**config.mk**
```make
export PLATFORM = sky130hd
export DESIGN_NAME = gtg_front
export DESIGN_NICKNAME = d
export VERILOG_FILES = /design/src/hdl/gtg_pkg.sv /design/src/hdl/gtg_front.sv
export SDC_FILE = /design/constraint.sdc
export NUM_CORES = 1
export LEC_CHECK = 0
export ABC_AREA = 1
export ABC_CLOCK_PERIOD_IN_PS = 4300
export BUFFER_PORTS_ARGS = -buffer_cell sky130_fd_sc_hd__buf_2
export CORE_ASPECT_RATIO = 0.5
export CORE_MARGIN = 2
export CORE_UTILIZATION = 56
export CTS_CLUSTER_SIZE = 12
export DETAILED_ROUTE_END_ITERATION = 10
export PLACE_DENSITY = 0.89
export SYNTH_ARGS = -nofsm -noshare
export SYNTH_HDL_FRONTEND = slang
export SYNTH_SLANG_ARGS = --single-unit
```
**constraint.sdc**
```tcl
create_clock -name clk -period 4.3 [get_ports clk]
set_clock_uncertainty 0.2 [all_clocks]
set_input_delay 0.645 -clock clk [delete_from_list [all_inputs] [get_ports clk]]
set_output_delay 0.645 -clock clk [all_outputs]
set_load 0.03 [all_outputs]
```
**src/hdl/gtg_pkg.sv**
```systemverilog
`default_nettype none
package gtg_pkg;

  localparam int COORD_WIDTH   = 32;
  localparam int ANGLE_WIDTH   = 16;
  localparam int CORDIC_STAGES = 16;

  localparam int ATAN_ENTRIES = 24;
  localparam int IDX_W        = $clog2(ATAN_ENTRIES);
  localparam int ZW           = 32;
  localparam int DW           = COORD_WIDTH + 1;
  localparam int XW           = COORD_WIDTH + 3;
  localparam int RW           = COORD_WIDTH - 1;
  localparam int SPEED_W      = 16;
  localparam int CFG_IDX_W    = 3;

  localparam int IN_W   = 4 * COORD_WIDTH;
  localparam int OUT_RAW_W = SPEED_W + ANGLE_WIDTH + 1;
  localparam int OUT_W  = ((OUT_RAW_W + 7) / 8) * 8;

  localparam logic [CFG_IDX_W-1:0] REG_GOAL_X    = 3'd0;
  localparam logic [CFG_IDX_W-1:0] REG_GOAL_Y    = 3'd1;
  localparam logic [CFG_IDX_W-1:0] REG_CRUISE    = 3'd2;
  localparam logic [CFG_IDX_W-1:0] REG_RADIUS    = 3'd3;
  localparam logic [CFG_IDX_W-1:0] REG_SPIN      = 3'd4;

  localparam logic [ANGLE_WIDTH-1:0] SPIN_RESET = ANGLE_WIDTH'(8192);

  localparam logic [ZW-1:0] Z_QUARTER       = 32'h4000_0000;
  localparam logic [ZW-1:0] Z_THREE_QUARTER = 32'hC000_0000;

  typedef struct packed {
    logic signed [XW-1:0] x;
    logic signed [XW-1:0] y;
    logic [ZW-1:0]        z;
    logic                 zero;
  } lane_t;

  typedef struct packed {
    logic  valid;
    lane_t goal;
    lane_t head;
  } cell_t;

  function automatic logic [ZW-1:0] atan_at(input logic [IDX_W-1:0] i);
    logic [ZW-1:0] a;
    case (i)
      5'd0:  a = 32'd536870912;
      5'd1:  a = 32'd316933406;
      5'd2:  a = 32'd167458907;
      5'd3:  a = 32'd85004756;
      5'd4:  a = 32'd42667331;
      5'd5:  a = 32'd21354465;
      5'd6:  a = 32'd10679838;
      5'd7:  a = 32'd5340245;
      5'd8:  a = 32'd2670163;
      5'd9:  a = 32'd1335087;
      5'd10: a = 32'd667544;
      5'd11: a = 32'd333772;
      5'd12: a = 32'd166886;
      5'd13: a = 32'd83443;
      5'd14: a = 32'd41722;
      5'd15: a = 32'd20861;
      5'd16: a = 32'd10430;
      5'd17: a = 32'd5215;
      5'd18: a = 32'd2608;
      5'd19: a = 32'd1304;
      5'd20: a = 32'd652;
      5'd21: a = 32'd326;
      5'd22: a = 32'd163;
      5'd23: a = 32'd81;
      default: a = '0;
    endcase
    return a;
  endfunction

endpackage
`default_nettype wire

```
**src/hdl/gtg_front.sv**
```systemverilog
`default_nettype none
module gtg_front (
  input  wire logic                                 clk,
  input  wire logic                                 rst,
  input  wire logic                                 adv,
  input  wire logic                                 valid,
  input  wire logic signed [gtg_pkg::DW-1:0]        dx,
  input  wire logic signed [gtg_pkg::DW-1:0]        dy,
  input  wire logic signed [gtg_pkg::COORD_WIDTH-1:0] hx,
  input  wire logic signed [gtg_pkg::COORD_WIDTH-1:0] hy,
  output gtg_pkg::cell_t                            dout
);

  function automatic gtg_pkg::lane_t prerot(input logic signed [gtg_pkg::XW-1:0] x,
                                            input logic signed [gtg_pkg::XW-1:0] y);
    gtg_pkg::lane_t r;
    r.zero = (x == '0) && (y == '0);
    r.x = x;
    r.y = y;
    r.z = '0;
    if (x[gtg_pkg::XW-1]) begin
      if (!y[gtg_pkg::XW-1]) begin
        r.x = y;
        r.y = -x;
        r.z = gtg_pkg::Z_QUARTER;
      end else begin
        r.x = -y;
        r.y = x;
        r.z = gtg_pkg::Z_THREE_QUARTER;
      end
    end
    return r;
  endfunction

  always_ff @(posedge clk) begin
    if (rst) begin
      dout.valid <= 1'b0;
    end else if (adv) begin
      dout.valid <= valid;
    end
    if (adv) begin
      dout.goal <= prerot(gtg_pkg::XW'(dx), gtg_pkg::XW'(dy));
      dout.head <= prerot(gtg_pkg::XW'(hx), gtg_pkg::XW'(hy));
    end
  end

endmodule
`default_nettype wire

```
==> load_flow_metrics.sql <==
INSERT INTO impl_metrics (metric_group, metric, value, unit) VALUES
('run_status', 'outcome', 'completed', ''),
('route', 'drt-total-wl', '32.2', 'mm'),
('route', 'drtPass1Iterations', '5', ''),
('cts', 'cts.htree.levels', '4', ''),
('layout', 'fillers', '1596', ''),
('route', 'vias', '10600', ''),
('placement', 'hpwl_after_dpl', '24.4', 'mm'),
('yosys', 'synth.most_common_cell', 'sky130_fd_sc_hd__nand2_1', ''),
('layout', 'registers.top_by_ff_count', 'dout', ''),
('global_routing', 'global_route_wire_length_before_repair', '50.2', 'mm'),
('timing', 'peak_clock_frequency_supported_by_timing', '0.407', 'GHz'),
('route', 'route.detailed.vias_per_inst', '5.51', ''),
('critical_path', 'critical-path-slowest-cell', 'sky130_fd_sc_hd__buf_4', ''),
('route', 'initialDrtViolationCount', '1008', ''),
('yosys', 'netlist.top_cell.by_area', 'sky130_fd_sc_hd__edfxtp_1', ''),
('yosys', 'syn_area', '10400', 'um^2'),
('global_routing', 'grt_max_degree', '89', ''),
('placement', 'placedCellCount', '1898', ''),
('layout', 'layout_cells_sized_above_1', '21.3', '%'),
('cts', 'cts_sinks', '147', ''),
('global_routing', 'antenna_violations_before_repair', '1', ''),
('route', 'antenna_left', '0', ''),
('critical_path', 'critical_path.endpoint_type', 'register', ''),
('route', 'wl_met3', '3.32', 'mm'),
('cts', 'cts_clk_pin_slew_worst_paths', '0.07', 'ns'),
('layout', 'layoutNonFillerInstCount', '1931', ''),
('critical_path', 'worstSetupPathType', 'in -> reg', ''),
('cts', 'clk_path_buf_depth', '2', ''),
('timing', 'timing.slew.headroom', '31.0', '%'),
('timing', 'holdWs', '0.157', 'ns'),
('layout', 'finish.instance_area', '12400', 'um^2'),
('route', 'routed_met1_length', '13.0', 'mm'),
('route', 'wl_per_cell', '16.7', 'um'),
('timing', 'tightestPinTransition', '1.03', 'ns'),
('placement', 'place_ws', '1.45', 'ns'),
('timing', 'setup_total_negative_slack', '0', 'ns'),
('yosys', 'yosysTopAreaCellShare', '42.0', '%'),
('die', 'total_number_of_placement_rows', '35', ''),
('timing', 'worst_slack', '1.84', 'ns'),
('yosys', 'synthesis.instances', '1417', ''),
('cts', 'numCtsBuffers', '17', ''),
('yosys', 'synth.area.top_cells', 'sky130_fd_sc_hd__edfxtp_1 42%, sky130_fd_sc_hd__nand2_1 15%, sky130_fd_sc_hd__nand3_1 8.8%', ''),
('yosys', 'yosysSeqAreaShare', '42.2', '%'),
('pwr', 'highest_ir_drop_seen_on_vdd', '0.291', 'mV'),
('placement', 'finalWeightedCongestion', '0.975', ''),
('cts', 'post-cts-setup-buffer-count', '0', ''),
('die', 'io_pins', '341', ''),
('die', 'die_width', '197', 'um'),
('timing', 'slew_violations', '0', ''),
('placement', 'port_buffers', '280', ''),
('critical_path', 'critical_path.cell_chain', 'buf_2 > buf_4 > inv_2 > nand2_1 > nand3_1 > nor2_1 > nand3_1 > nand3_1 > nand2_1', ''),
('cts', 'cts_tree', 'built', ''),
('timing', 'setup_viol', '0', ''),
('layout', 'largest_reg_flops', '147', ''),
('yosys', 'synthArstFlopShare', '0', '%'),
('global_routing', 'grtUsageTotal', '32.7', '%'),
('yosys', 'synthDistinctLibCells', '40', ''),
('critical_path', 'crit_fanout', '47', ''),
('timing', 'min_period_over_period', '57.2', '%'),
('pwr', 'fin_total_pwr', '4.46', 'mW'),
('timing', 'hold_violations', '0', ''),
('die', 'die_area', '19800', 'um^2'),
('layout', 'reg_top3', 'dout: 147 flops', ''),
('yosys', 'synth.cells.most_frequent', '425 x sky130_fd_sc_hd__nand2_1, 184 x sky130_fd_sc_hd__nand3_1, 155 x sky130_fd_sc_hd__nor2_1', ''),
('worst_hold_path', 'min-delay-path-class', 'in -> reg', ''),
('cts', 'clkLatencyLatePin', '0.44', 'ns'),
('critical_path', 'cp_data_arrival_time', '2.45', 'ns'),
('timing', 'rsz0062_at_grt', 'no', ''),
('die', 'die_height', '101', 'um'),
('cts', 'clock_tree_root_driver_cell', 'sky130_fd_sc_hd__clkbuf_16', ''),
('yosys', 'postSynthRegisterBits', '147', '');
## critical path: cells and delay by family
kind                   cells  cell delay, ns
and+or+nand+nor            6            0.92
buffers and inverters      3            0.86
## cell usage in the layout (no fill, tap or decap), drive strengths merged, types with 19 or more instances in the layout
master	n
buf	287
clkbuf	19
conb	64
edfxtp	146
inv	135
nand2	436
nand3	185
nor2	179
o21ai	115
xor2	27
## per-layer routing
layer	vias up	GRT usage (%)
met2	652	53.9
li1	5057	-
met5	-	0
met1	4834	43.5
met4	0	12.3
met3	89	6.26
## report_power, final
| part | internal (mW) | leakage [nW] | switching, mW |
|---|---|---|---|
| clock network | 0.970 | 0.285 | 0.635 |
| registers | 1.74 | 1.43 | 0.0346 |
| logic | 0.275 | 4.13 | 0.811 |
| total | 2.98 | 5.85 | 1.48 |
## logic make-up (layout without fill, tap and decap cells)
| kind of cell | count (synthesis) | after routing | share of synthesized area (%) |
|---|---|---|---|
| DFF | 147 | 147 | 42.2 |
| xor gates and xnor gates | 35 | 35 | 2.94 |
| other | 1 | 65 | 0.0360 |
| AOI/OAI and AO/OA | 145 | 145 | 7.23 |
| adders and majority gates | 8 | 8 | 0.960 |
| and+or+nand+nor | 837 | 837 | 35.0 |
| buffers and inverters | 243 | 453 | 11.5 |
| muxes | 1 | 1 | 0.0960 |
## layout make-up
class | count | area [um^2] | area share [%]
Antenna cell | 1 | 2.50 | 0.0202
Clock buffer | 19 | 433 | 3.50
Clock inverter | 13 | 184 | 1.49
Inverter | 134 | 505 | 4.09
Multi-Input combinational cell | 1090 | 5060 | 40.9
Sequential cell | 147 | 4400 | 35.6
Tap cell | 240 | 300 | 2.43
Timing Repair Buffer | 287 | 1470 | 11.9
## final timing paths
kind                                                to  cells past startpoint                   start
worst min-delay path            dout[206]$_SDFFE_PP0P_                      2                     rst
worst max register to register  dout[206]$_SDFFE_PP0P_                      2  dout[206]$_SDFFE_PP0P_
worst max-delay path                dout[56]$_DFFE_PP_                      9                  hy[31]
worst min register to register  dout[206]$_SDFFE_PP0P_                      2  dout[206]$_SDFFE_PP0P_
(Power assumes the default switching activity.)
