==> config.mk <==
export PLATFORM = sky130hd
export DESIGN_NAME = gtg_cell
export DESIGN_NICKNAME = d
export VERILOG_FILES = /design/src/hdl/gtg_pkg.sv /design/src/hdl/gtg_cell.sv
export SDC_FILE = /design/constraint.sdc
export NUM_CORES = 1
export LEC_CHECK = 0
export BUFFER_PORTS_ARGS = -buffer_cell sky130_fd_sc_hd__buf_4
export CAP_MARGIN = 20
export CORE_AREA = 3 3 330 267
export CTS_CLUSTER_SIZE = 40
export DETAILED_ROUTE_END_ITERATION = 10
export DIE_AREA = 0 0 333 270
export HOLD_SLACK_MARGIN = 0.12
export SLEW_MARGIN = 30
export SYNTH_ARGS = -nofsm -noshare
export SYNTH_HDL_FRONTEND = slang
export SYNTH_SLANG_ARGS = --single-unit
==> constraint.sdc <==
create_clock -name clk -period 8.3 [get_ports clk]
set_clock_uncertainty 0.05 [all_clocks]
set_input_delay 1.66 -clock clk [delete_from_list [all_inputs] [get_ports clk]]
set_output_delay 1.66 -clock clk [all_outputs]
set_load 0.02 [all_outputs]
==> src/hdl/gtg_pkg.sv <==
`default_nettype none
package gtg_pkg;

  localparam int COORD_WIDTH   = 32;
  localparam int ANGLE_WIDTH   = 16;
  localparam int CORDIC_STAGES = 16;

  localparam int ATAN_ENTRIES = 24;
  localparam int IDX_W        = $clog2(ATAN_ENTRIES);
  localparam int ZW           = 32;
  localparam int DW           = COORD_WIDTH + 1;
  localparam int XW           = COORD_WIDTH + 3;
  localparam int RW           = COORD_WIDTH - 1;
  localparam int SPEED_W      = 16;
  localparam int CFG_IDX_W    = 3;

  localparam int IN_W   = 4 * COORD_WIDTH;
  localparam int OUT_RAW_W = SPEED_W + ANGLE_WIDTH + 1;
  localparam int OUT_W  = ((OUT_RAW_W + 7) / 8) * 8;

  localparam logic [CFG_IDX_W-1:0] REG_GOAL_X    = 3'd0;
  localparam logic [CFG_IDX_W-1:0] REG_GOAL_Y    = 3'd1;
  localparam logic [CFG_IDX_W-1:0] REG_CRUISE    = 3'd2;
  localparam logic [CFG_IDX_W-1:0] REG_RADIUS    = 3'd3;
  localparam logic [CFG_IDX_W-1:0] REG_SPIN      = 3'd4;

  localparam logic [ANGLE_WIDTH-1:0] SPIN_RESET = ANGLE_WIDTH'(8192);

  localparam logic [ZW-1:0] Z_QUARTER       = 32'h4000_0000;
  localparam logic [ZW-1:0] Z_THREE_QUARTER = 32'hC000_0000;

  typedef struct packed {
    logic signed [XW-1:0] x;
    logic signed [XW-1:0] y;
    logic [ZW-1:0]        z;
    logic                 zero;
  } lane_t;

  typedef struct packed {
    logic  valid;
    lane_t goal;
    lane_t head;
  } cell_t;

  function automatic logic [ZW-1:0] atan_at(input logic [IDX_W-1:0] i);
    logic [ZW-1:0] a;
    case (i)
      5'd0:  a = 32'd536870912;
      5'd1:  a = 32'd316933406;
      5'd2:  a = 32'd167458907;
      5'd3:  a = 32'd85004756;
      5'd4:  a = 32'd42667331;
      5'd5:  a = 32'd21354465;
      5'd6:  a = 32'd10679838;
      5'd7:  a = 32'd5340245;
      5'd8:  a = 32'd2670163;
      5'd9:  a = 32'd1335087;
      5'd10: a = 32'd667544;
      5'd11: a = 32'd333772;
      5'd12: a = 32'd166886;
      5'd13: a = 32'd83443;
      5'd14: a = 32'd41722;
      5'd15: a = 32'd20861;
      5'd16: a = 32'd10430;
      5'd17: a = 32'd5215;
      5'd18: a = 32'd2608;
      5'd19: a = 32'd1304;
      5'd20: a = 32'd652;
      5'd21: a = 32'd326;
      5'd22: a = 32'd163;
      5'd23: a = 32'd81;
      default: a = '0;
    endcase
    return a;
  endfunction

endpackage
`default_nettype wire

==> src/hdl/gtg_cell.sv <==
`default_nettype none
module gtg_cell (
  input  wire logic                        clk,
  input  wire logic                        rst,
  input  wire logic                        adv,
  input  wire logic [gtg_pkg::IDX_W-1:0]   stage,
  input  wire gtg_pkg::cell_t              din,
  output gtg_pkg::cell_t                   dout
);

  function automatic gtg_pkg::lane_t rotate(input gtg_pkg::lane_t l,
                                            input logic [gtg_pkg::IDX_W-1:0] i);
    gtg_pkg::lane_t r;
    logic signed [gtg_pkg::XW-1:0] xs;
    logic signed [gtg_pkg::XW-1:0] ys;
    r  = l;
    xs = l.x >>> i;
    ys = l.y >>> i;
    if (!l.y[gtg_pkg::XW-1]) begin
      r.x = l.x + ys;
      r.y = l.y - xs;
      r.z = l.z + gtg_pkg::atan_at(i);
    end else begin
      r.x = l.x - ys;
      r.y = l.y + xs;
      r.z = l.z - gtg_pkg::atan_at(i);
    end
    return r;
  endfunction

  always_ff @(posedge clk) begin
    if (rst) begin
      dout.valid <= 1'b0;
    end else if (adv) begin
      dout.valid <= din.valid;
    end
    if (adv) begin
      dout.goal <= rotate(din.goal, stage);
      dout.head <= rotate(din.head, stage);
    end
  end

endmodule
`default_nettype wire

==> impl_metrics.csv, run 1 <==
group,metric,value,unit
outcome,status,"finished clean",
power_and_ir_drop,power_density,179.6,mW/mm²
sta,hold_viol,0,
power_and_ir_drop,clock_power_share,0.175,
critical_path,rr_startpoint,"dout[206]$_SDFFE_PP0P_",
synth,synthCells,3386,
sta,rsz0062_at_grt,"no",
critical_path,worst_path_max_delay_cell,"a211oi_1",
floorplanning,start_util,0.3676,
grt,antenna_found_initial,13,
final_layout,area_growth,16.75,%
grt,grtUsageTotal,0.2756,
sta,tns,0,ns
drt,drtAntennaViolNets,0,
critical_path,cpPeakStageDelay,0.83,ns
drt,totalWireLength,130300,µm
power_and_ir_drop,pwr-share-comb,0.576,
floorplanning,die_y,270,µm
final_layout,top_regs,"dout: 207 flops",
synth,avgSynthCellArea,9.259,µm²
drt,dr.pass1.iters,6,
critical_path,reg2reg_to,"dout[206]$_SDFFE_PP0P_",
floorplanning,die-area,0.08991,mm²
clocking,insertion_delay,0.58,ns
power_and_ir_drop,vdd_drop_max,0.1439,mV
synth,syn_nets,3819,
clocking,cts_made_buffers,27,
drt,routedWlPerCell,26.60,µm
synth,synthArstFlopShare,0,
sta,post-route-period-util,0.9297,
drt,vias,30560,
grt,overflow,0,
critical_path,worstSetupStartpointType,"primary input",
critical_path,worst-r2r-cell-count,2,
critical_path,worst_ep_required_time,8.58,ns
final_layout,layout.nets,4179,
final_layout,drive_above_1_share,0.2310,
critical_path,path_class,"in -> reg",
drt,drc,0,
place,portBuffers,421,
final_layout,largest_reg_flops,207,
sta,relSlewSlack,0.2696,
critical_path,crit_chain,"buf_8 -> mux4_1 -> mux2_2 -> a211oi_1 -> buf_4 -> nor4bb_1 -> and4_1 -> nor2_1 -> xnor2_1 -> ha_1 -> a21oi_1 -> o221ai_1 -> a21oi_1 -> or2_2 -> nand3_1 -> o41ai_1 -> o21ai_0 -> o311ai_0 -> a21oi_1 -> xnor2_1",
clocking,htreeDepth,1,
critical_path,crit_start,"stage[0]",
synth,synth_flop_cell,"edfxtp_1",
floorplanning,rows,96,
clocking,clockBufferDepth,3,
clocking,cts_hold_buf,0,
sta,tightest_slew,1.096,ns
flow_run,drv_cap,0,
power_and_ir_drop,internal_power,3.763,mW
final_layout,top_register,"dout",
sta,min_period,7.717,ns
clocking,postCtsSetupRepairBufs,0,
critical_path,crit_arrival,8.00,ns
synth,yosys_warnings,0,
floorplanning,coreArea,0.08528,mm²
drt,dr.first_iter.drc_count,4119,
power_and_ir_drop,sequentialPowerShare,0.249,
synth,synth_edf_count,206,
sta,slew_viol_final,0,
floorplanning,die_w,333,µm
drt,viasPerCell,6.237,
floorplanning,io_pins,422,
grt,grt_pass1_vias,28230,
critical_path,regToRegSetupSlack,7.63,ns
sta,max_clock_freq,129.6,MHz
critical_path,path_common_cell,"a21oi_1",
power_and_ir_drop,power_switching,2.809,mW
sta,setup_viol,0,
power_and_ir_drop,leakagePower,14.99,nW
critical_path,crit_path_end,"dout[205]$_DFFE_PP_",
clocking,tritoncts,"built",
critical_path,crit_fanout,44,
clocking,cts.clk_slew.worst_paths,0.06,ns
place,routabilityCongestion,1.008,
synth,syn_area,0.03135,mm²
grt,grt_pass1_wl,190100,µm
clocking,post_cts_resized,0,
place,dp_hpwl,102600,µm
min_path,hold_class,"reg -> reg",
grt,grt_max_degree,125,
synth,ys_seq_area_frac,0.1980,
power_and_ir_drop,swShare,0.4274,
sta,timing.hold.ws,0.4800,ns
synth,yosys_register_bits,207,
critical_path,end_kind,"flop",
clocking,cts.sinks,207,
synth,yosys.cell_types.count,113,
clocking,cts-root-buf,"clkbuf_16",
critical path, delay by kind of cell:
kind / cells / cell delay, ns
AO/OA/AOI/OAI: 8 / 2.99
AND/OR/NAND/NOR: 5 / 1.09
multiplexers: 2 / 0.94
buffers and inverters: 2 / 0.58
adder cells (fa/ha/maj): 1 / 0.37
XOR/XNOR: 2 / 0.30
synth_stat cells, drive strengths merged, types with 54 or more instances:
master,count,area [µm²]
inv,87,326.6
nor2,303,1156
mux4,203,4713
xnor2,211,1856
buf,122,875.8
a21oi,287,1440
mux2,62,705.7
xor2,97,849.6
ha,212,2653
a21o,81,608.1
a31oi,55,344.1
o21ai,155,775.7
mux2i,162,1634
clkbuf,88,342.8
o22ai,54,337.8
nor3,68,356.6
edfxtp,206,6186
nand2,254,968.4
worst min path at each step:
stage | to | depth (start not counted) | start
2_1_floorplan | dout[206]$_SDFFE_PP0P_ | 2 | dout[206]$_SDFFE_PP0P_
3_3_place_gp | dout[206]$_SDFFE_PP0P_ | 2 | dout[206]$_SDFFE_PP0P_
3_5_place_dp | dout[206]$_SDFFE_PP0P_ | 2 | dout[206]$_SDFFE_PP0P_
4_1_cts | dout[206]$_SDFFE_PP0P_ | 2 | dout[206]$_SDFFE_PP0P_
5_1_grt | dout[206]$_SDFFE_PP0P_ | 2 | dout[206]$_SDFFE_PP0P_
6_report | dout[206]$_SDFFE_PP0P_ | 2 | dout[206]$_SDFFE_PP0P_
through the flow:
stage	util	power, mW	area, µm²	worst slack, ns	std cells
after floorplan	-	4.065	31350	0.1292	3386
after global placement	0.4191	5.361	35740	0.2295	4843
after detailed placement	0.4192	5.356	35750	0.1921	4844
after CTS	0.4289	6.561	36580	0.8008	4893
after global routing	0.4292	6.957	36600	0.03477	4900
final	0.4292	6.572	36600	0.5832	4900
cells by family after synthesis:
kind of cell,Yosys count,synth area share
multiplexers,427,0.2250
flip-flops,207,0.1980
AO/OA/AOI/OAI,980,0.2057
XOR/XNOR,309,0.08700
adder cells (fa/ha/maj),218,0.08844
buffers and inverters,300,0.04965
AND/OR/NAND/NOR,945,0.1463
cell type report:
cell class	count	area (µm²)
antenna	7	17.52
clock buffer	33	698.2
clock inverter	16	130.1
fill	8426	48680
inverter	90	339.1
multi-input combinational	2879	23610
sequential	207	6206
tap	1127	1410
timing repair buffer	541	4193
power groups by stage:
stage               logic, mW  clock network, mW  registers [mW]
finish                   3.78               1.15            1.64
floorplan                2.07                  0            2.00
global placement         3.70                  0            1.66
detailed placement       3.70                  0            1.65
CTS                      3.73               1.19            1.64
global route             4.06               1.23            1.67
routing by layer:
layer  track usage  routed length (µm)  vias up
met4       0.05659                2735        6
met2        0.3748               51960     1815
met5             0                  43        -
met1        0.4090               57690    14750
li1              -                   -    13820
met3        0.1050               17910      179
cell usage in the layout (no fill, tap or decap), types with 18 or more instances in the layout:
cell / instances
nand2_1: 250
o21ai_0: 154
a211oi_1: 42
nor3_1: 65
xor2_1: 97
o211ai_1: 18
o21a_1: 42
xnor2_1: 210
and3_1: 42
nand3_1: 51
o21bai_1: 29
nor2_1: 299
clkbuf_16: 27
a21o_1: 81
mux2i_1: 161
a31oi_1: 55
buf_4: 527
mux4_2: 165
o22ai_1: 54
a21oi_1: 286
ha_1: 212
edfxtp_1: 206
mux2_2: 60
nand2b_1: 46
mux4_1: 37
inv_1: 86
nor2b_1: 42
and2_1: 28
Note: power is estimated with default switching activity, not from simulation.
==> inputs of run 2 (changes only) <==
Settings changed: CELL_PAD_IN_SITES_DETAIL_PLACEMENT from default to 0, CELL_PAD_IN_SITES_GLOBAL_PLACEMENT from default to 1, PLACE_DENSITY_LB_ADDON from default to 0.1.
==> impl_metrics.csv, run 2 (synthesized netlist as in run 1, its figures left out) <==
group,metric,value,unit
grt,grt_pass1_wl,202600,µm
sta,hold_viol,0,
sta,setup_viol,0,
power_and_ir_drop,pwr-share-comb,0.577,
critical_path,end_kind,"flop",
clocking,htreeDepth,1,
power_and_ir_drop,power,6.584,mW
floorplanning,die_w,333,µm
critical_path,path_class,"in -> reg",
final_layout,nFillCells,8425,
drt,drc,0,
floorplanning,start_util,0.3676,
sta,max_clock_freq,129.8,MHz
final_layout,top_register,"dout",
power_and_ir_drop,power_switching,2.801,mW
floorplanning,die_y,270,µm
clocking,cts.clk_slew.worst_paths,0.06,ns
power_and_ir_drop,vdd_drop_max,0.1712,mV
power_and_ir_drop,sequentialPowerShare,0.249,
clocking,cts-root-buf,"clkbuf_16",
power_and_ir_drop,clock_power_share,0.174,
drt,totalWireLength,139300,µm
clocking,cts_made_buffers,26,
grt,overflow,0,
grt,grtUsageTotal,0.2968,
final_layout,area_growth,17.30,%
critical_path,crit_arrival,8.00,ns
critical_path,worst_path_max_delay_cell,"mux4_2",
sta,fin_ws,0.5929,ns
grt,grt_pass1_vias,29770,
sta,rsz0062_at_grt,"no",
drt,routedWlPerCell,28.34,µm
final_layout,layout_commonest_cell,"buf_4",
floorplanning,die-area,0.08991,mm²
clocking,post_cts_resized,0,
clocking,insertion_delay,0.59,ns
clocking,cts_hold_buf,0,
power_and_ir_drop,leakagePower,15.11,nW
final_layout,final_core_util,0.4312,
critical_path,path_common_cell,"a21oi_1",
critical_path,worst_ep_required_time,8.60,ns
sta,post-route-period-util,0.9286,
sta,min_period,7.707,ns
clocking,postCtsSetupRepairBufs,0,
outcome,status,"finished clean",
place,dp_hpwl,110800,µm
floorplanning,io_pins,422,
drt,viasPerCell,6.264,
final_layout,drive_above_1_share,0.2362,
drt,dr.pass1.iters,6,
final_layout,final_cell_mix,"549 x buf_4, 299 x nor2_1, 286 x a21oi_1, 250 x nand2_1, 212 x ha_1",
place,routabilityCongestion,0.9533,
clocking,cts.sinks,207,
flow_run,drv_cap,0,
final_layout,largest_reg_flops,207,
final_layout,layout.nets,4200,
clocking,tritoncts,"built",
grt,antenna_found_initial,7,
critical_path,worstSetupStartpointType,"primary input",
power_and_ir_drop,swShare,0.4255,
drt,drtAntennaViolNets,0,
critical_path,crit_fanout,32,
sta,relSlewSlack,0.2284,
final_layout,top_regs,"dout: 207 flops",
power_and_ir_drop,internal_power,3.783,mW
sta,tns,0,ns
floorplanning,coreArea,0.08528,mm²
place,dp_slack,-0.01897,ns
critical_path,cp_num_buf_inv,4,
clocking,clockBufferDepth,3,
drt,vias,30780,
floorplanning,rows,96,
critical_path,cpPeakStageDelay,0.54,ns
place,portBuffers,421,
sta,tightest_slew,1.157,ns
drt,dr.first_iter.drc_count,3341,
grt,grt_max_degree,124,
critical_path,crit_chain,"buf_8 -> buf_4 -> buf_4 -> mux4_2 -> mux2i_1 -> o22ai_1 -> a21oi_1 -> and2_1 -> and3_1 -> and2_1 -> buf_4 -> a21oi_1 -> xnor2_1 -> ha_1 -> a211oi_1 -> o211ai_1 -> a21oi_1 -> o21bai_1 -> a21oi_1 -> o221ai_1 -> a41oi_1 -> o21bai_1 -> xor2_1",
sta,slew_viol_final,0,
critical_path,crit_family,"compound AO/OA/AOI/OAI gates",
min_path,hold_class,"reg -> reg",
power_and_ir_drop,power_density,179.0,mW/mm²
run 2: changes by cell type in the layout (fill, tap and decap cells not counted), sizes merged:
cell,before,now
buf,540,563
clkbuf,34,28
diode,7,2
bufinv,2,3
clkinvlp,0,1
run 2: layout make-up:
class / count / area, µm² / share of cell area
Multi-Input combinational cell: 2879 / 23600 / 0.6418
Clock buffer: 28 / 658.1 / 0.01790
Clock inverter: 18 / 178.9 / 0.004866
Antenna cell: 2 / 5.005 / 0.0001361
Timing Repair Buffer: 563 / 4374 / 0.1190
Tap cell: 1127 / 1410 / 0.03835
Inverter: 90 / 339.1 / 0.009221
Sequential cell: 207 / 6206 / 0.1688
run 2: stage by stage:
| step | hold WS [ns] | instances | cell area [µm²] |
|---|---|---|---|
| floorplan | 0.5288 | 3386 | 31350 |
| global placement | 0.4228 | 4866 | 35930 |
| detailed placement | 0.4766 | 4866 | 35930 |
| CTS | 0.4883 | 4912 | 36770 |
| global route | 0.5149 | 4912 | 36770 |
| finish | 0.4847 | 4914 | 36770 |
run 2: per-layer routing:
layer | up-vias | global-route usage | routed length, µm
met3 | 214 | 0.06543 | 13130
met4 | 2 | 0.07398 | 3697
met5 | - | 0 | 13
met1 | 15100 | 0.4300 | 62690
met2 | 1641 | 0.4467 | 59740
li1 | 13820 | - | -
run 2: worst paths after layout:
path | start | endpoint | slack, ns | cells after the start
max | stage[0] | dout[164]$_DFFE_PP_ | 0.59 | 23
min | dout[206]$_SDFFE_PP0P_ | dout[206]$_SDFFE_PP0P_ | 0.48 | 2
max reg2reg | dout[206]$_SDFFE_PP0P_ | dout[206]$_SDFFE_PP0P_ | 7.64 | 2
min reg2reg | dout[206]$_SDFFE_PP0P_ | dout[206]$_SDFFE_PP0P_ | 0.48 | 2
run 2: worst register-to-register path: stages, from the launching register on:
cell	delay, ns
dfxtp_1	0.32
mux2i_1	0.12
nor2_1	0.06
run 2: power groups by stage:
| stage | registers, mW | clock network, mW | logic, mW |
|---|---|---|---|
| 2_1_floorplan | 2.00 | 0 | 2.07 |
| 3_3_place_gp | 1.65 | 0 | 3.75 |
| 3_5_place_dp | 1.66 | 0 | 3.75 |
| 4_1_cts | 1.64 | 1.19 | 3.78 |
| 5_1_grt | 1.67 | 1.23 | 4.09 |
| 6_report | 1.64 | 1.15 | 3.80 |
